--- config.mk ---
export PLATFORM = sky130hd
export DESIGN_NAME = typed_message_deframer_top_flat
export DESIGN_NICKNAME = d
export VERILOG_FILES = /design/src/tmd_pkg.sv /design/src/tmd_if.sv /design/src/tmd_in_reg.sv /design/src/tmd_parser.sv /design/src/tmd_out_reg.sv /design/src/typed_message_deframer_top.sv /design/src/flat_wrapper.sv
export SDC_FILE = /design/constraint.sdc
export NUM_CORES = 1
export LEC_CHECK = 0
export BUFFER_PORTS_ARGS = -buffer_cell sky130_fd_sc_hd__buf_2
export CAP_MARGIN = 10
export CORE_UTILIZATION = 50
export CTS_BUF_LIST = sky130_fd_sc_hd__clkbuf_8
export DETAILED_ROUTE_END_ITERATION = 7
export GPL_TIMING_DRIVEN = 1
export PLACE_DENSITY = 0.69
export SETUP_SLACK_MARGIN = 0.05
export SYNTH_ARGS = -nofsm -noshare
export SYNTH_HDL_FRONTEND = slang
export SYNTH_SLANG_ARGS = --single-unit
--- constraint.sdc ---
create_clock -name clk -period 8.5 [get_ports clk]
set_clock_uncertainty 0.15 [all_clocks]
set_input_delay 0 -clock clk [delete_from_list [all_inputs] [get_ports clk]]
set_output_delay 0 -clock clk [all_outputs]
set_load 0.02 [all_outputs]
--- src/tmd_pkg.sv ---
// shared types, constants and helpers of the typed message deframer
package tmd_pkg;

	// default largest frame in bytes, header included
	localparam int MAX_FRAME_DEF = 2048;

	// widths of the frame size sum
	localparam int TOTAL_W = 17;

	// type words on the wire
	localparam logic [15:0] TYPE_MOVE   = 16'd100;
	localparam logic [15:0] TYPE_RESIZE = 16'd101;
	localparam logic [15:0] TYPE_AMSG   = 16'd110;
	localparam logic [15:0] TYPE_SMSG   = 16'd111;
	localparam logic [15:0] TYPE_JOIN   = 16'd120;
	localparam logic [15:0] TYPE_LEFT   = 16'd121;

	// fixed payload sizes
	localparam logic [15:0] LEN_MOVE   = 16'd20;
	localparam logic [15:0] LEN_RESIZE = 16'd16;

	typedef enum logic [2:0] {
		K_MOVE     = 3'd0,
		K_RESIZE   = 3'd1,
		K_AMSG     = 3'd2,
		K_SMSG     = 3'd3,
		K_JOIN     = 3'd4,
		K_LEFT     = 3'd5,
		K_BADTYPE  = 3'd6,
		K_OVERSIZE = 3'd7
	} kind_t;

	typedef enum logic [1:0] {
		PH_TYPE = 2'd0,
		PH_ID   = 2'd1,
		PH_LEN  = 2'd2,
		PH_DATA = 2'd3
	} phase_t;

	typedef struct packed {
		kind_t       frame_kind;
		logic [31:0] sender_id;
		logic [7:0]  payload_byte;
		logic        byte_valid;
		logic [15:0] payload_length;
		logic        last;
	} result_t;

	// header size in bytes, type word included
	function automatic logic [3:0] hdr_bytes(input kind_t kind);
		logic [3:0] n;
		case (kind)
			K_AMSG:  n = 4'd8;
			K_SMSG:  n = 4'd4;
			K_JOIN:  n = 4'd7;
			K_LEFT:  n = 4'd6;
			default: n = 4'd2;
		endcase
		return n;
	endfunction

endpackage

--- src/tmd_if.sv ---
// valid/ready channels of the typed message deframer
interface tmd_in_if;
	logic       valid;
	logic       ready;
	logic [7:0] in_byte;

	modport source (output valid, output in_byte, input ready);
	modport sink (input valid, input in_byte, output ready);
endinterface

interface tmd_out_if;
	logic        valid;
	logic        ready;
	logic [2:0]  frame_kind;
	logic [31:0] sender_id;
	logic [7:0]  payload_byte;
	logic        byte_valid;
	logic [15:0] payload_length;
	logic        last;

	modport source (output valid, output frame_kind, output sender_id, output payload_byte,
		output byte_valid, output payload_length, output last, input ready);
	modport sink (input valid, input frame_kind, input sender_id, input payload_byte,
		input byte_valid, input payload_length, input last, output ready);
endinterface

--- src/tmd_in_reg.sv ---
// input register stage of the deframer
module tmd_in_reg (
	input  logic       clk,
	input  logic       arst_n,
	tmd_in_if.sink     stream,
	input  logic       step,
	output logic       valid_s1,
	output logic [7:0] byte_s1
);
	import tmd_pkg::*;

	logic take;

	// room when empty or when the held beat moves on this cycle
	assign stream.ready = !valid_s1 || step;
	assign take = stream.valid && stream.ready;

	always_ff @(posedge clk or negedge arst_n) begin
		if (!arst_n) begin
			valid_s1 <= 1'b0;
		end else if (take) begin
			valid_s1 <= 1'b1;
		end else if (step) begin
			valid_s1 <= 1'b0;
		end
	end

	always_ff @(posedge clk) begin
		if (take) begin
			byte_s1 <= stream.in_byte;
		end
	end

endmodule

--- src/tmd_parser.sv ---
// frame parser: header collection, length checks and payload counting
module tmd_parser #(
	parameter int MAX_FRAME = tmd_pkg::MAX_FRAME_DEF
) (
	input  logic             clk,
	input  logic             arst_n,
	input  logic             step,
	input  logic [7:0]       byte_s1,
	output logic             res_valid,
	output tmd_pkg::result_t res
);
	import tmd_pkg::*;

	localparam logic [TOTAL_W-1:0] MaxTotal = TOTAL_W'(MAX_FRAME);

	phase_t      phase_q, phase_d;
	logic [7:0]  type_hi_q, type_hi_d;
	logic [1:0]  hcnt_q, hcnt_d;
	kind_t       kind_q, kind_d;
	logic [31:0] id_q, id_d;
	logic [15:0] len_q, len_d;
	logic [15:0] pcnt_q, pcnt_d;
	logic        halted_q, halted_d;

	logic               hdr_done;
	kind_t              fin_kind;
	logic [31:0]        fin_id;
	logic [15:0]        fin_len;
	logic [15:0]        pcnt_new;
	logic [31:0]        id_new;
	logic [15:0]        len_new;
	logic               len_end;
	logic [TOTAL_W-1:0] total;

	always_ff @(posedge clk or negedge arst_n) begin
		if (!arst_n) begin
			phase_q   <= PH_TYPE;
			type_hi_q <= '0;
			hcnt_q    <= '0;
			kind_q    <= K_MOVE;
			id_q      <= '0;
			len_q     <= '0;
			pcnt_q    <= '0;
			halted_q  <= 1'b0;
		end else begin
			phase_q   <= phase_d;
			type_hi_q <= type_hi_d;
			hcnt_q    <= hcnt_d;
			kind_q    <= kind_d;
			id_q      <= id_d;
			len_q     <= len_d;
			pcnt_q    <= pcnt_d;
			halted_q  <= halted_d;
		end
	end

	assign pcnt_new = pcnt_q + 16'd1;
	assign id_new   = {id_q[23:0], byte_s1};
	assign len_new  = {len_q[7:0], byte_s1};
	assign len_end  = (kind_q == K_JOIN) ? (hcnt_q == 2'd0) : (hcnt_q == 2'd1);

	always_comb begin
		phase_d   = phase_q;
		type_hi_d = type_hi_q;
		hcnt_d    = hcnt_q;
		kind_d    = kind_q;
		id_d      = id_q;
		len_d     = len_q;
		pcnt_d    = pcnt_q;
		halted_d  = halted_q;
		hdr_done  = 1'b0;
		fin_kind  = kind_q;
		fin_id    = id_q;
		fin_len   = len_q;
		res_valid = 1'b0;
		res       = '0;
		total     = '0;

		if (step && !halted_q) begin
			case (phase_q)
				PH_TYPE: begin
					if (hcnt_q == 2'd0) begin
						type_hi_d = byte_s1;
						hcnt_d    = 2'd1;
					end else begin
						hcnt_d = 2'd0;
						id_d   = '0;
						len_d  = '0;
						fin_id = '0;
						case ({type_hi_q, byte_s1})
							TYPE_MOVE: begin
								kind_d   = K_MOVE;
								len_d    = LEN_MOVE;
								fin_kind = K_MOVE;
								fin_len  = LEN_MOVE;
								hdr_done = 1'b1;
							end
							TYPE_RESIZE: begin
								kind_d   = K_RESIZE;
								len_d    = LEN_RESIZE;
								fin_kind = K_RESIZE;
								fin_len  = LEN_RESIZE;
								hdr_done = 1'b1;
							end
							TYPE_AMSG: begin
								kind_d  = K_AMSG;
								phase_d = PH_ID;
							end
							TYPE_SMSG: begin
								kind_d  = K_SMSG;
								phase_d = PH_LEN;
							end
							TYPE_JOIN: begin
								kind_d  = K_JOIN;
								phase_d = PH_ID;
							end
							TYPE_LEFT: begin
								kind_d  = K_LEFT;
								phase_d = PH_ID;
							end
							default: begin
								res_valid      = 1'b1;
								res.frame_kind = K_BADTYPE;
								res.last       = 1'b1;
								halted_d       = 1'b1;
							end
						endcase
					end
				end
				PH_ID: begin
					id_d = id_new;
					if (hcnt_q != 2'd3) begin
						hcnt_d = hcnt_q + 2'd1;
					end else begin
						hcnt_d = 2'd0;
						len_d  = '0;
						if (kind_q == K_LEFT) begin
							hdr_done = 1'b1;
							fin_id   = id_new;
							fin_len  = '0;
						end else begin
							phase_d = PH_LEN;
						end
					end
				end
				PH_LEN: begin
					len_d = len_new;
					if (len_end) begin
						hcnt_d   = 2'd0;
						hdr_done = 1'b1;
						fin_len  = len_new;
					end else begin
						hcnt_d = hcnt_q + 2'd1;
					end
				end
				PH_DATA: begin
					pcnt_d             = pcnt_new;
					res_valid          = 1'b1;
					res.frame_kind     = kind_q;
					res.sender_id      = id_q;
					res.payload_byte   = byte_s1;
					res.byte_valid     = 1'b1;
					res.payload_length = len_q;
					res.last           = (pcnt_new >= len_q);
					if (pcnt_new >= len_q) begin
						phase_d = PH_TYPE;
						hcnt_d  = 2'd0;
						pcnt_d  = '0;
					end
				end
				default: begin
					phase_d = PH_TYPE;
				end
			endcase

			// header complete: size check, then empty frame or payload
			if (hdr_done) begin
				total = TOTAL_W'(hdr_bytes(fin_kind)) + TOTAL_W'(fin_len);
				if (total > MaxTotal) begin
					res_valid          = 1'b1;
					res.frame_kind     = K_OVERSIZE;
					res.sender_id      = fin_id;
					res.payload_length = fin_len;
					res.last           = 1'b1;
					halted_d           = 1'b1;
				end else if (fin_len == 16'd0) begin
					res_valid      = 1'b1;
					res.frame_kind = fin_kind;
					res.sender_id  = fin_id;
					res.last       = 1'b1;
					phase_d        = PH_TYPE;
					hcnt_d         = 2'd0;
					pcnt_d         = '0;
				end else begin
					phase_d = PH_DATA;
					pcnt_d  = '0;
				end
			end
		end
	end

endmodule

--- src/tmd_out_reg.sv ---
// result register driving the output channel
module tmd_out_reg (
	input  logic             clk,
	input  logic             arst_n,
	input  logic             load,
	input  tmd_pkg::result_t res,
	output logic             free,
	tmd_out_if.source        result
);
	import tmd_pkg::*;

	logic    valid_q;
	result_t res_q;

	// slot can take a new result when empty or drained this cycle
	assign free = !valid_q || result.ready;

	always_ff @(posedge clk or negedge arst_n) begin
		if (!arst_n) begin
			valid_q <= 1'b0;
		end else if (load) begin
			valid_q <= 1'b1;
		end else if (result.ready) begin
			valid_q <= 1'b0;
		end
	end

	always_ff @(posedge clk) begin
		if (load) begin
			res_q <= res;
		end
	end

	assign result.valid          = valid_q;
	assign result.frame_kind     = res_q.frame_kind;
	assign result.sender_id      = res_q.sender_id;
	assign result.payload_byte   = res_q.payload_byte;
	assign result.byte_valid     = res_q.byte_valid;
	assign result.payload_length = res_q.payload_length;
	assign result.last           = res_q.last;

endmodule

--- src/typed_message_deframer_top.sv ---
// top level of the typed message deframer
//
// stream: one received byte per beat, valid/ready, field in_byte
// result: at most one beat per input byte, fields frame_kind, sender_id,
//   payload_byte, byte_valid, payload_length, last
// frames open with a big-endian 16-bit type word; header bytes give no
//   beat, each payload byte gives one, an empty frame gives one with last
// a taken byte is held in the input register, its beat in the result register
// throughput: one byte per cycle while the receiver drains, set by the single
//   parser step between the input register and the result register
// a result beat waiting on result.ready does not block the next byte as
//   long as the receiver drains it in the same cycle; a stalled receiver
//   holds the result register, then the input register, then stream.ready
// bad type or oversize frame: one error beat with last, then every byte
//   is taken and dropped until reset
// reset: arst_n clears parser state, both valid flags and the halt flag
// MAX_FRAME: largest frame in bytes, header included (64 to 65543)
module typed_message_deframer_top #(
	parameter int MAX_FRAME = tmd_pkg::MAX_FRAME_DEF
) (
	input  logic      clk,
	input  logic      arst_n,
	tmd_in_if.sink    stream,
	tmd_out_if.source result
);
	import tmd_pkg::*;

	logic       valid_s1;
	logic [7:0] byte_s1;
	logic       free;
	logic       step;
	logic       res_valid;
	result_t    res;

	// a held byte is parsed when the result slot has room
	assign step = valid_s1 && free;

	tmd_in_reg u_in_reg (
		.clk      (clk),
		.arst_n   (arst_n),
		.stream   (stream),
		.step     (step),
		.valid_s1 (valid_s1),
		.byte_s1  (byte_s1)
	);

	tmd_parser #(
		.MAX_FRAME (MAX_FRAME)
	) u_parser (
		.clk       (clk),
		.arst_n    (arst_n),
		.step      (step),
		.byte_s1   (byte_s1),
		.res_valid (res_valid),
		.res       (res)
	);

	// only bytes that yield a beat fill the result register
	tmd_out_reg u_out_reg (
		.clk    (clk),
		.arst_n (arst_n),
		.load   (step && res_valid),
		.res    (res),
		.free   (free),
		.result (result)
	);

endmodule

--- src/flat_wrapper.sv ---
// flat-port wrapper written by rule: the top's interface ports become plain ports
module typed_message_deframer_top_flat import tmd_pkg::*;
#(
	parameter int MAX_FRAME = tmd_pkg::MAX_FRAME_DEF
)
  (clk, arst_n, stream_valid, stream_in_byte, stream_ready, result_valid, result_frame_kind, result_sender_id, result_payload_byte, result_byte_valid, result_payload_length, result_last, result_ready);
  tmd_in_if stream_i ();
  tmd_out_if result_i ();
  input  logic clk;
  input  logic arst_n;
  input wire logic [$bits(stream_i.valid)-1:0] stream_valid;
  input wire logic [$bits(stream_i.in_byte)-1:0] stream_in_byte;
  output wire logic [$bits(stream_i.ready)-1:0] stream_ready;
  output wire logic [$bits(result_i.valid)-1:0] result_valid;
  output wire logic [$bits(result_i.frame_kind)-1:0] result_frame_kind;
  output wire logic [$bits(result_i.sender_id)-1:0] result_sender_id;
  output wire logic [$bits(result_i.payload_byte)-1:0] result_payload_byte;
  output wire logic [$bits(result_i.byte_valid)-1:0] result_byte_valid;
  output wire logic [$bits(result_i.payload_length)-1:0] result_payload_length;
  output wire logic [$bits(result_i.last)-1:0] result_last;
  input wire logic [$bits(result_i.ready)-1:0] result_ready;
  assign stream_i.valid = stream_valid;
  assign stream_i.in_byte = stream_in_byte;
  assign stream_ready = stream_i.ready;
  assign result_valid = result_i.valid;
  assign result_frame_kind = result_i.frame_kind;
  assign result_sender_id = result_i.sender_id;
  assign result_payload_byte = result_i.payload_byte;
  assign result_byte_valid = result_i.byte_valid;
  assign result_payload_length = result_i.payload_length;
  assign result_last = result_i.last;
  assign result_i.ready = result_ready;
  typed_message_deframer_top #(.MAX_FRAME(MAX_FRAME)) u_core (.clk(clk), .arst_n(arst_n), .stream(stream_i), .result(result_i));
endmodule
* Word-level counts from Yosys, hierarchy flattened
Index checks and enable logic that the tools add are counted.
** Word-level totals
- Flip-flop bits (word level) :: 151
** Cells by class
- Add/sub/neg operators :: 3
- Order comparisons :: 2
- Equal/unequal tests :: 19
- Mux-type cells :: 81
- Bitwise logic cells :: 1
- Reduce and logical (&&, ||, !) cells :: 25
** Operator list (number)
- two-way mux 16 bit :: 12
- case mux 32 bit (2 select lines) :: 2
- two-way mux 35 bit :: 3
- equality test 16 x 7 -> 1 bit, second input constant :: 6
- two-way mux 32 bit :: 3
- case mux 16 bit (3 select lines) :: 2
- two-way mux 57 bit :: 1
- case mux 16 bit (2 select lines) :: 1
- two-way mux 2 bit :: 13
- two-way mux 1 bit :: 25
- case mux 3 bit (6 select lines) :: 1
- adder 4 x 16 -> 17 bit :: 1
- greater-than comparator 17 x 12 -> 1 bit, second input constant :: 1
- two-way mux 17 bit :: 1
- adder 16 x 1 -> 16 bit, second input constant :: 1
- >= comparator 16 bit :: 1
- logical NOT 16 bit :: 1
- case mux 4 bit (4 select lines) :: 1
- two-way mux 3 bit :: 5
- equality test 3 bit, second input constant :: 4
- case mux 3 bit (2 select lines) :: 2
- case mux 5 bit (2 select lines) :: 1
- two-way mux 4 bit :: 2
- case mux 2 bit (4 select lines) :: 1
- other kinds (23) :: 40

* Logic depth before layout (Yosys ltp)
Gate-level depths: netlist of run 1.
- Depth after elaboration :: 16
- Gate-level depth with buffers :: 20
- Depth with buffers taken out :: 19

* Modules after synthesis
From an unflattened synthesis of run 1, not the netlist that was laid out.
** Unflattened totals
- Cells, all modules :: 813
- Area, all modules :: 8315.5 um^2
** Modules (own cells, without submodules)
- tmd_parser :: times used 1, cells an instance 735, area an instance 6129.6 um^2, seq. area each 2001.9 um^2
- tmd_out_reg :: times used 1, cells an instance 64, area an instance 1879.3 um^2, seq. area each 1856.8 um^2
- tmd_in_reg :: times used 1, cells an instance 12, area an instance 294.0 um^2, seq. area each 265.3 um^2
- typed_message_deframer_top :: times used 1, cells an instance 2, area an instance 12.5 um^2, seq. area each 0.0 um^2

* Worst setup path before layout of run 1
Ideal clock, no wire load.
- Path kind :: register -> register
- Start :: register u_core.u_parser.hcnt_q[0]
- End :: register u_core.u_out_reg.res_q (netlist bit u_core.u_out_reg.result.byte_valid) (enable)
- Setup time :: 516 ps
- Data arrival time :: 6995 ps
- Slack :: 839 ps
- Cell stages (with the launch flop) :: 20
- Buffers on the path :: 1
- Clock period less this slack :: 7661 ps
- Cell sequence :: dfrtp_1 -> inv_1 -> ha_1 -> nor4b_1 -> nand4_1 -> a21oi_2 -> nand2_1 -> a22o_1 -> ha_1 -> fa_1 -> a21o_1 -> a21oi_1 -> nor2_1 -> a21o_1 -> a21oi_1 -> nor3_1 -> o221ai_1 -> nand2_1 -> clkbuf_1 -> a31oi_1
** Between the ends
- Longest elaborated chain between the ends :: 14
** RTL lines
- start: declaration :: RTL line tmd_parser.sv:18 : logic [1:0] hcnt_q, hcnt_d;
- start signal: assignment :: RTL line tmd_parser.sv:48 : hcnt_q <= hcnt_d;
- logical NOT 2 bit :: RTL line tmd_parser.sv:60, tmd_parser.sv:82
- two-way mux 3 bit :: RTL line tmd_parser.sv:82 : if (hcnt_q == 2'd0) begin
- two-way mux 3 bit :: RTL line tmd_parser.sv:80 : case (phase_q)
- two-way mux 3 bit :: RTL line tmd_parser.sv:79 : if (step && !halted_q) begin
- equality test 3 bit / equality test 3 x 2 -> 1 bit (equally long branches) :: RTL line tmd_pkg.sv:52 : case (kind)
- case mux 4 bit (4 select lines) :: RTL line tmd_pkg.sv:52
- two-way mux 4 bit :: RTL line tmd_parser.sv:177 : if (hdr_done) begin
- two-way mux 4 bit :: RTL line tmd_parser.sv:79
- adder 4 x 16 -> 17 bit :: RTL line tmd_parser.sv:178 : total = TOTAL_W'(hdr_bytes(fin_kind)) + TOTAL_W'(fin_len);
- greater-than comparator 17 x 12 -> 1 bit :: RTL line tmd_parser.sv:179 : if (total > MaxTotal) begin
- two-way mux 1 bit :: RTL line tmd_parser.sv:179
- two-way mux 1 bit * :: RTL line tmd_parser.sv:177
- two-way mux 1 bit * :: RTL line tmd_parser.sv:79
- logical AND 1 bit * :: RTL line typed_message_deframer_top.sv:62 : .load (step && res_valid),
- named net u_core.u_out_reg.load :: RTL line tmd_out_reg.sv:5 : input logic load,
- end signal: assignment :: RTL line tmd_out_reg.sv:30 : res_q <= res;
- end: declaration :: RTL line tmd_out_reg.sv:13 : result_t res_q;
The timed path passes the listed nets; every way through them passes the cells marked *. The select of a mux whose other input is x is not followed.
A chain may end at the register's enable or synchronous reset.

* Worst setup path in the final report of run 1
- Start :: register u_core.u_parser.phase_q[1]
- End :: register u_core.u_out_reg.res_q (netlist bit u_core.u_out_reg.result.byte_valid) (enable)
** Between the ends
- Longest elaborated chain between the ends :: 13
** RTL lines
- start: declaration :: RTL line tmd_parser.sv:16 : phase_t phase_q, phase_d;
- start signal: assignment :: RTL line tmd_parser.sv:46 : phase_q <= phase_d;
- logical NOT 2 bit :: RTL line tmd_parser.sv:80
- two-way mux 3 bit :: RTL line tmd_parser.sv:80
- two-way mux 3 bit :: RTL line tmd_parser.sv:79
- equality test 3 bit / equality test 3 x 2 -> 1 bit (equally long branches) :: RTL line tmd_pkg.sv:52
- case mux 4 bit (4 select lines) :: RTL line tmd_pkg.sv:52
- two-way mux 4 bit :: RTL line tmd_parser.sv:177
- two-way mux 4 bit :: RTL line tmd_parser.sv:79
- adder 4 x 16 -> 17 bit :: RTL line tmd_parser.sv:178
- greater-than comparator 17 x 12 -> 1 bit :: RTL line tmd_parser.sv:179
- two-way mux 1 bit :: RTL line tmd_parser.sv:179
- two-way mux 1 bit * :: RTL line tmd_parser.sv:177
- two-way mux 1 bit * :: RTL line tmd_parser.sv:79
- logical AND 1 bit * :: RTL line typed_message_deframer_top.sv:62
- named net u_core.u_out_reg.load :: RTL line tmd_out_reg.sv:5
Marks and branches as above.

==> metrics.csv, run 1 <==
metric,value,unit
status,"complete, no violations",
initialDrtViolationCount,833,
critPathArrivalTime,6.41,ns
worstMarginPinSlew,0.8842,ns
num-nets-final,971,
critPathKind,reg2reg,
maxCapViolations,0,
yosysSeqAreaShare,48.03,%
syn_avg_cell_area,9.790,sq um
vias_per_cell,6.293,
yosys.area.top_type,edfxtp_1,
synth_edf_count,69,
wl_per_cell,20.24,microns
slowest_stage,a21oi_1,
area_delta_synth_final,12.42,%
die_x,133.0,microns
multiInputGateArea,4019,sq um
syn_inst,877,
min_path_type,in2reg,
path_cells,inv_1 -> ha_1 -> and2_0 -> a21oi_1 -> nand2_1 -> a22o_1 -> ha_1 -> fa_1 -> a21o_1 -> a21oi_1 -> nor2_1 -> a21o_1 -> a21oi_1 -> nor3_1 -> o221ai_4 -> nand2_1 -> a31oi_4 -> buf_4,
routed_wl,23540,microns
grt_overflow,0,
design.die.area,17700,sq um
fin_crit,6.467,ns
gp_congestion,0.9484,
htreeDepth,4,
cp.required,8.44,ns
synth.net_count,918,
start_util,51.41,%
synth_top_area_share,24.13,%
ys_ff_latch,151,
cts_buffers,17,
cp_common_cell,a21oi_1,
io_pins,75,
grt_max_degree,60,
hpwl,16180,microns
rsz0062_at_grt,no,
synth_area,8586,sq um
r2r_slack,2.03,ns
setup_viol,0,
dr.pass1.iters,5,
critPathBufInv,2,
relSlewSlack,41.05,%
n_antenna_cell,0,
power.leakage,3.813,nW
power_density,339.9,nW/um^2
layout_common_cells,"nand2_1, dfrtp_1, buf_2",
synthTopCellsByArea,"edfxtp_1, dfrtp_1, a22o_1, ha_1, nand2_1",
grt_usage,27.43,%
clkTransAtPathRegs,0.09,ns
yosysWarningCount,0,
grt_pass1_vias,6477,
hold_viol,0,
die_y,133.0,microns
fin_crit_sh,76.08,%
drtAntennaViolNets,0,
grt_pass1_wl,37130,microns
fmax,0.1546,GHz
slowest_delay,0.66,ns
vias,7319,
clock_tree.buffer_depth,2,
layout-drive-gt1-share,16.12,%
grt_antenna_before_repair,0,
clkSinkCount,151,
setup_tns,0,ns
clock_latency,0.46,ns
synthArstFlopShare,54.30,%
critPathLaunchType,register,
synth_flop_cell,dfrtp_1,
core-area,16700,sq um
regArea,4124,sq um
slew_violations,0,
rows,47,
cts.root.buffer_cell,clkbuf_8,
crit_fanout,58,
nFillCells,1496,
vdd_drop_max,0.2116,mV
drcViolationCount,0,
endpoint_kind,register,
cts_tree,yes,
port_buffers,74,
power.total,0.003280,W
synth.distinct_cells,67,
cp_top_family,compound AO/OA/AOI/OAI gates,
[final cells by class]
class / count / area share [%]
Clock buffer: 17 / 2.424
Inverter: 56 / 2.178
Sequential cell: 151 / 42.73
Timing Repair Buffer: 105 / 6.741
Multi-Input combinational cell: 599 / 41.64
Clock inverter: 15 / 1.439
Tap cell: 220 / 2.852
[sequential cells by signal, indices dropped and copies added (netlist names), 8 cells and up]
| name | flops |
|---|---|
| u_core.u_parser.pcnt_q | 16 |
| u_core.u_parser.len_q | 16 |
| u_core.u_out_reg.result.sender_id | 32 |
| u_core.u_out_reg.result.payload_length | 16 |
| u_core.u_in_reg.byte_s1 | 8 |
| u_core.u_parser.type_hi_q | 8 |
| u_core.u_parser.id_q | 32 |
| u_core.u_out_reg.result.payload_byte | 8 |
[synth_stat cells (all sizes together) (3+ instances only)]
cell / count
ha: 28
nand4: 9
nand3: 23
o211ai: 10
clkbuf: 55
and2: 7
nor2b: 8
a2111oi: 3
dfrtp: 82
edfxtp: 69
a211oi: 10
o221ai: 25
a22o: 44
a22oi: 13
inv: 55
a21oi: 45
o22ai: 7
o21ai: 57
o2111ai: 32
and3: 15
xor2: 3
mux2: 9
nand2: 83
nor3: 17
xnor2: 12
a21o: 14
o31ai: 3
mux2i: 3
a311oi: 4
a31oi: 6
nor2: 45
or2: 5
a32oi: 3
nor4: 16
nand2b: 10
buf: 16
[where the power goes]
group	internal, W	leakage [nW]	total [W]	switching [W]
logic	0.000556	1.92	0.00163	0.00107
registers	0.000918	1.70	0.00111	0.000197
clock network	0.000238	0.197	0.000536	0.000298
total	0.00171	3.81	0.00328	0.00157
[routing by layer]
layer	GRT usage, %	vias to the layer above	routed length [microns]	part of all wire (%)
met3	6.935	25	2355	10
met1	43.91	3459	11390	48
met2	35.92	412	9453	40
met5	0	-	0	0
li1	-	3423	-	-
met4	7.216	0	341	1.4
[stage by stage]
| stage | std cells | setup slack, ns | util, % | instance area [sq um] | hold WS [ns] |
|---|---|---|---|---|---|
| global placement | 1117 | 2.400 | 54.66 | 9129 | -0.2165 |
| global route | 1163 | 1.740 | 57.79 | 9652 | 0.08197 |
| floorplan | 877 | 0.8389 | - | 8586 | -0.4456 |
| finish | 1163 | 2.033 | 57.79 | 9652 | 0.09143 |
| detailed placement | 1117 | 2.249 | 54.66 | 9129 | -0.2132 |
| CTS | 1163 | 2.202 | 57.79 | 9652 | 0.07206 |
[worst paths after layout]
| path | from | endpoint | depth (start not counted) |
|---|---|---|---|
| min reg2reg | u_core.u_parser.type_hi_q[4] | u_core.u_parser.type_hi_q[4] | 1 |
| max in group asynchronous | arst_n | u_core.u_parser.id_q[13] | 4 |
| min in group asynchronous | arst_n | u_core.u_parser.pcnt_q[5] | 4 |
| max reg2reg | u_core.u_parser.phase_q[1] | u_core.u_out_reg.result.byte_valid | 18 |
| max | u_core.u_parser.phase_q[1] | u_core.u_out_reg.result.byte_valid | 18 |
| min | stream_in_byte[4] | u_core.u_in_reg.byte_s1[4] | 2 |
[kinds of logic (layout without fill, tap and decap cells)]
family | after synthesis | in the layout | share of synthesized area (%)
buffers and inverters | 127 | 193 | 5.727
and+or+nand+nor | 251 | 251 | 14.53
xor gates and xnor gates | 15 | 15 | 1.530
muxes | 12 | 12 | 1.530
AOI/OAI and AO/OA | 292 | 292 | 24.34
DFF | 151 | 151 | 48.03
adders and majority gates | 29 | 29 | 4.314
[what timing repair did]
action,4_1_cts,5_1_grt
gates resized for setup,0,0
hold buffers,14,0
setup buffers,0,0
hold endpoints to repair,101,0
Power figures use the tool's default switching activity.
==> run 2: changes to the inputs <==
--- a/config.mk
+++ b/config.mk
@@ -11,7 +11,7 @@
 export CTS_BUF_LIST = sky130_fd_sc_hd__clkbuf_8
 export DETAILED_ROUTE_END_ITERATION = 7
 export GPL_TIMING_DRIVEN = 1
-export PLACE_DENSITY = 0.69
+export PLACE_DENSITY = 0.71
 export SETUP_SLACK_MARGIN = 0.05
 export SYNTH_ARGS = -nofsm -noshare
 export SYNTH_HDL_FRONTEND = slang
==> constraint.sdc (replaced) <==
create_clock -name clk -period 5.23 [get_ports clk]
set_clock_uncertainty 0.15 [all_clocks]
set_input_delay 0 -clock clk [delete_from_list [all_inputs] [get_ports clk]]
set_output_delay 0 -clock clk [all_outputs]
set_load 0.02 [all_outputs]
==> metrics.csv, run 2 (synthesis results as in run 1) <==
metric,value,unit,change
port_buffers,74,,unchanged
timing.final.ws_setup,0.2689,ns,was 2.033 ns
cts.root.buffer_cell,clkbuf_8,,unchanged
initialDrtViolationCount,833,,unchanged
cp.required,5.27,ns,was 8.44 ns
layout-drive-gt1-share,19.73,%,was 16.12%
core-area,16700,sq um,unchanged
grt_overflow,0,,unchanged
hpwl,16270,microns,was 16180 microns
rsz0062_at_grt,no,,unchanged
worstMarginPinSlew,0.8428,ns,was 0.8842 ns
layout_common_cells,"dfrtp_1, nand2_1, buf_2",,"was nand2_1, dfrtp_1, buf_2"
die_x,133.0,microns,unchanged
grt_max_degree,57,,was 60
critPathLaunchType,register,,unchanged
clock_latency,0.47,ns,was 0.46 ns
htreeDepth,4,,unchanged
slew_violations,0,,unchanged
cts_buffers,17,,unchanged
area_delta_synth_final,16.19,%,was 12.42%
min_path_type,in2reg,,unchanged
grt_usage,27.95,%,was 27.43%
maxCapViolations,0,,unchanged
fmax,0.2016,GHz,was 0.1546 GHz
setup_viol,0,,unchanged
grt_antenna_before_repair,0,,unchanged
routed_wl,24140,microns,was 23540 microns
final_cell_area,9976,sq um,was 9652 sq um
final_util,59.73,%,was 57.79%
rows,47,,unchanged
endpoint_kind,register,,unchanged
cts_tree,yes,,unchanged
crit_fanout,32,,was 58
wl_per_cell,20.32,microns,was 20.24 microns
start_util,51.41,%,unchanged
r2r_slack,0.27,ns,was 2.03 ns
drtAntennaViolNets,0,,unchanged
power_density,550.2,nW/um^2,was 339.9 nW/um^2
fin_crit,4.961,ns,was 6.467 ns
hold_viol,0,,unchanged
vdd_drop_max,0.4203,mV,was 0.2116 mV
num-nets-final,996,,was 971
setup_tns,0,ns,unchanged
clock_tree.buffer_depth,2,,unchanged
critPathKind,reg2reg,,unchanged
layout_commonest_cell,dfrtp_1,,
fin_hold_ws,0.08782,ns,was 0.09143 ns
gp_congestion,0.9739,,was 0.9484
design.die.area,17700,sq um,unchanged
die_y,133.0,microns,unchanged
grt_pass1_wl,38150,microns,was 37130 microns
grt_pass1_vias,7061,,was 6477
vias,7634,,was 7319
n_antenna_cell,0,,unchanged
vias_per_cell,6.426,,was 6.293
pre_cts_ws,0.2363,ns,was 2.249 ns
drcViolationCount,0,,unchanged
critPathArrivalTime,5.01,ns,was 6.41 ns
power.leakage,3.964,nW,was 3.813 nW
clkSinkCount,151,,unchanged
fin_crit_sh,94.86,%,was 76.08%
dr.pass1.iters,5,,unchanged
postPlaceCellArea,9361,sq um,was 9129 sq um
status,"complete, no violations",,unchanged
relSlewSlack,43.81,%,was 41.05%
io_pins,75,,unchanged
clkTransAtPathRegs,0.10,ns,was 0.09 ns
[run 2: critical path, cell delays in order (launching register included)]
cell	delay (ns)
dfrtp_1	0.45
inv_2	0.07
ha_4	0.19
nor4b_2	0.26
nand4_1	0.30
a21oi_4	0.28
nand2_2	0.08
buf_4	0.16
a22o_1	0.23
ha_1	0.30
a21o_1	0.16
a211oi_1	0.23
o21ai_0	0.13
or3b_2	0.48
a32oi_1	0.29
o221ai_4	0.24
buf_4	0.31
o2111ai_1	0.25
o221ai_1	0.16
[run 2: layout make-up]
| class | count | area [sq um] |
|---|---|---|
| Timing Repair Buffer | 130 | 893.4 |
| Tap cell | 220 | 275.3 |
| Clock buffer | 17 | 234.0 |
| Clock inverter | 15 | 161.4 |
| Inverter | 56 | 210.2 |
| Sequential cell | 151 | 4124 |
| Multi-Input combinational cell | 599 | 4078 |
| Fill cell | 1415 | 6725 |
[run 2: metrics by stage]
step           std cells  total power [W]
2_1_floorplan        877         0.003696
3_3_place_gp        1137         0.004442
3_5_place_dp        1137         0.004486
4_1_cts             1183         0.005403
5_1_grt             1188         0.005874
6_report            1188         0.005489
[run 2: path summary, 6_finish.rpt]
check / from / to / cells after the start
min in group asynchronous: arst_n / u_core.u_parser.pcnt_q[3] / 4
hold reg to reg: u_core.u_parser.len_q[14] / u_core.u_parser.len_q[14] / 2
hold / removal: stream_in_byte[6] / u_core.u_in_reg.byte_s1[6] / 2
setup / recovery: u_core.u_parser.hcnt_q[0] / u_core.u_out_reg.result.sender_id[3] / 18
max in group asynchronous: arst_n / u_core.u_parser.id_q[7] / 4
setup reg to reg: u_core.u_parser.hcnt_q[0] / u_core.u_out_reg.result.sender_id[3] / 18
[run 2: power by group]
part	switching (W)	total, W	internal (W)	leakage (nW)
Sequential	0.000309	0.00180	0.00149	1.70
Combinational	0.00177	0.00279	0.00101	2.06
Clock	0.000506	0.000901	0.000395	0.200
Total	0.00259	0.00549	0.00290	3.96
[run 2: repair_timing]
item | CTS | global route
setup buffers | 0 | 4
endpoints found under the setup margin | 0 | 78
endpoints found under the hold margin | 101 | 0
resized for setup | 0 | 1
hold buffers | 14 | 0
[run 2: routing by layer]
| metal | routed length [microns] | track usage [%] | up-vias |
|---|---|---|---|
| met4 | 463 | 9.451 | 0 |
| met5 | 0 | 0 | - |
| li1 | - | - | 3480 |
| met1 | 10930 | 41.13 | 3689 |
| met3 | 2304 | 7.088 | 46 |
| met2 | 10440 | 39.85 | 419 |
==> run 3: changes to the inputs <==
--- a/config.mk
+++ b/config.mk
@@ -7,11 +7,11 @@
 export LEC_CHECK = 0
 export BUFFER_PORTS_ARGS = -buffer_cell sky130_fd_sc_hd__buf_2
 export CAP_MARGIN = 10
-export CORE_UTILIZATION = 50
+export CORE_UTILIZATION = 29
 export CTS_BUF_LIST = sky130_fd_sc_hd__clkbuf_8
 export DETAILED_ROUTE_END_ITERATION = 7
+export GPL_ROUTABILITY_DRIVEN = 0
 export GPL_TIMING_DRIVEN = 1
-export PLACE_DENSITY = 0.71
 export SETUP_SLACK_MARGIN = 0.05
 export SYNTH_ARGS = -nofsm -noshare
 export SYNTH_HDL_FRONTEND = slang
==> metrics.csv, run 3 (synthesis results as in run 1) <==
metric,value,unit,change
r2r_slack,0.30,ns,was 0.27 ns
maxCapViolations,0,,unchanged
slowest_delay,0.52,ns,was 0.48 ns
final_util,35.48,%,was 59.73%
placed_cells,1296,,was 1137
combinationalPowerShare,51.7,%,was 50.8%
hold_end,u_core.u_in_reg.byte_s1[4],,was u_core.u_in_reg.byte_s1[6]
power.leakage,3.983,nW,was 3.964 nW
clkSinkCount,151,,unchanged
power_density,556.6,nW/um^2,was 550.2 nW/um^2
switching_power,0.002704,W,was 0.002589 W
setup_tns,0,ns,unchanged
wl_per_cell,18.21,microns,was 20.32 microns
crit_start,u_core.u_parser.kind_q[2],,was u_core.u_parser.hcnt_q[0]
p_seq_share,31.3,%,was 32.8%
clock_tree.buffer_depth,2,,unchanged
critPathArrivalTime,4.98,ns,was 5.01 ns
hold_viol,0,,unchanged
power.total,0.005714,W,was 0.005489 W
vias_per_cell,5.467,,was 6.426
die_x,174.1,microns,was 133.0 microns
num-nets-final,999,,was 996
rsz0062_at_grt,no,,unchanged
hold_depth,2,,unchanged
cts.root.buffer_cell,clkbuf_8,,unchanged
cts_tree,yes,,unchanged
grt_antenna_before_repair,0,,unchanged
core-area,28940,sq um,was 16700 sq um
initialDrtViolationCount,841,,was 833
htreeDepth,4,,unchanged
final_cells,1355,,was 1188
path_cells,nor3b_4 -> mux2i_2 -> a21oi_2 -> nand2_2 -> a22o_1 -> ha_2 -> fa_2 -> nor3_1 -> o21ai_0 -> or3b_2 -> a32oi_4 -> o221ai_4 -> buf_4 -> o21ai_2 -> buf_12 -> o221ai_1,,was inv_2 -> ha_4 -> nor4b_2 -> nand4_1 -> a21oi_4 -> nand2_2 -> buf_4 -> a22o_1 -> ha_1 -> a21o_1 -> a211oi_1 -> o21ai_0 -> or3b_2 -> a32oi_1 -> o221ai_4 -> buf_4 -> o2111ai_1 -> o221ai_1
clock_latency,0.47,ns,about the same
n_antenna_cell,0,,unchanged
setup_viol,0,,unchanged
layout_commonest_cell,dfrtp_1,,unchanged
endpoint_kind,register,,unchanged
final_cell_area,10270,sq um,was 9976 sq um
layout_common_cells,"dfrtp_1, nand2_1, buf_2",,unchanged
start_util,29.67,%,was 51.41%
worstMarginPinSlew,0.8699,ns,was 0.8428 ns
status,"complete, no violations",,unchanged
relSlewSlack,40.50,%,was 43.81%
p_sw_share,47.32,%,was 47.18%
drcViolationCount,0,,unchanged
r2r_start,u_core.u_parser.kind_q[2],,was u_core.u_parser.hcnt_q[0]
fin_crit,4.931,ns,was 4.961 ns
design.die.area,30300,sq um,was 17700 sq um
grt_max_degree,59,,was 57
clkTransAtPathRegs,0.10,ns,about the same
grt_pass1_wl,38980,microns,was 38150 microns
crit_fanout,31,,was 32
hpwl,16820,microns,was 16270 microns
fmax,0.2028,GHz,was 0.2016 GHz
layout-drive-gt1-share,20.70,%,was 19.73%
vdd_drop_max,0.3303,mV,was 0.4203 mV
critPathKind,reg2reg,,unchanged
grt_usage,16.26,%,was 27.95%
io_pins,75,,unchanged
postPlaceCellArea,9529,sq um,was 9361 sq um
grt_pass1_vias,6781,,was 7061
grt_overflow,0,,unchanged
vias,7408,,was 7634
min-delay-start,stream_in_byte[4],,was stream_in_byte[6]
min_path_type,in2reg,,unchanged
rr_worst_depth,16,,was 18
cp.required,5.28,ns,was 5.27 ns
dr.pass1.iters,7,,was 5
fin_crit_sh,94.29,%,was 94.86%
slew_violations,0,,unchanged
port_buffers,74,,unchanged
cts_buffers,17,,unchanged
critPathLaunchType,register,,unchanged
routed_wl,24680,microns,was 24140 microns
rows,62,,was 47
power.internal,0.003010,W,was 0.002899 W
r2r_end,u_core.u_out_reg.result.sender_id[9],,was u_core.u_out_reg.result.sender_id[3]
die_y,174.1,microns,was 133.0 microns
slowest_stage,dfrtp_1,,was or3b_2
clkPwrFrac,17.0,%,was 16.4%
drtAntennaViolNets,0,,unchanged
area_delta_synth_final,19.57,%,was 16.19%
-- run 3: cell count changes in the layout (fill, tap and decap cells not counted), moves of 2 or more --
| cell | delta |
|---|---|
| buf_4 | +4 |
| nor3_1 | -2 |
| clkinv_2 | -2 |
| clkinv_4 | -2 |
| inv_6 | -5 |
| inv_8 | +8 |
| nor3_2 | +2 |
-- run 3: area by class of cell --
| class | count | area [sq um] |
|---|---|---|
| Inverter | 56 | 210.2 |
| Sequential cell | 151 | 4124 |
| Timing Repair Buffer | 132 | 878.3 |
| Tap cell | 384 | 480.5 |
| Fill cell | 2857 | 18670 |
| Clock inverter | 15 | 196.4 |
| Multi-Input combinational cell | 600 | 4143 |
| Clock buffer | 17 | 234.0 |
-- run 3: power by group through the flow --
stage,Combinational (W),Sequential [W],Clock [W]
2_1_floorplan,0.00198,0.00172,0
3_3_place_gp,0.00264,0.00180,0
3_5_place_dp,0.00267,0.00180,0
4_1_cts,0.00270,0.00178,0.000998
5_1_grt,0.00323,0.00182,0.00104
6_report,0.00296,0.00179,0.000970
-- run 3: worst max-delay path: cells and delay by family, from the launching register on --
kind | cells | cell delay [ns]
flip-flops | 1 | 0.52
buffers and inverters | 2 | 0.38
AND/OR/NAND/NOR | 4 | 1.23
AO/OA/AOI/OAI | 7 | 1.23
adder cells (fa/ha/maj) | 2 | 0.65
multiplexers | 1 | 0.48
-- run 3: through the flow --
stage               hold slack [ns]  setup slack, ns
floorplan                   -0.4456          0.05363
global placement            -0.2180           0.1022
detailed placement          -0.2156           0.1501
CTS                         0.08038          0.06450
global route                0.08881          0.08381
finish                       0.1027           0.2989
-- run 3: timing repair --
item / CTS / global route
gates resized for setup: 0 / 10
hold buffers: 14 / 0
buffers inserted: 0 / 13
hold endpoints to repair: 101 / 0
setup endpoints to repair: 0 / 110
-- run 3: how the worst max path moves through the flow --
stage / end / depth (start not counted)
floorplan: u_core.u_out_reg.result.byte_valid / 19
global placement: u_core.u_out_reg.result.sender_id[21] / 17
detailed placement: u_core.u_out_reg.result.payload_length[11] / 17
CTS: u_core.u_out_reg.result.payload_length[14] / 17
global route: u_core.u_out_reg.result.payload_length[6] / 17
finish: u_core.u_out_reg.result.sender_id[9] / 16
-- run 3: layer usage --
metal	wire length, microns	track usage, %	vias up
li1	-	-	3489
met1	11800	24.54	3535
met2	10420	22.98	347
met3	1961	2.865	37
met4	499	5.738	0
met5	0	0	-
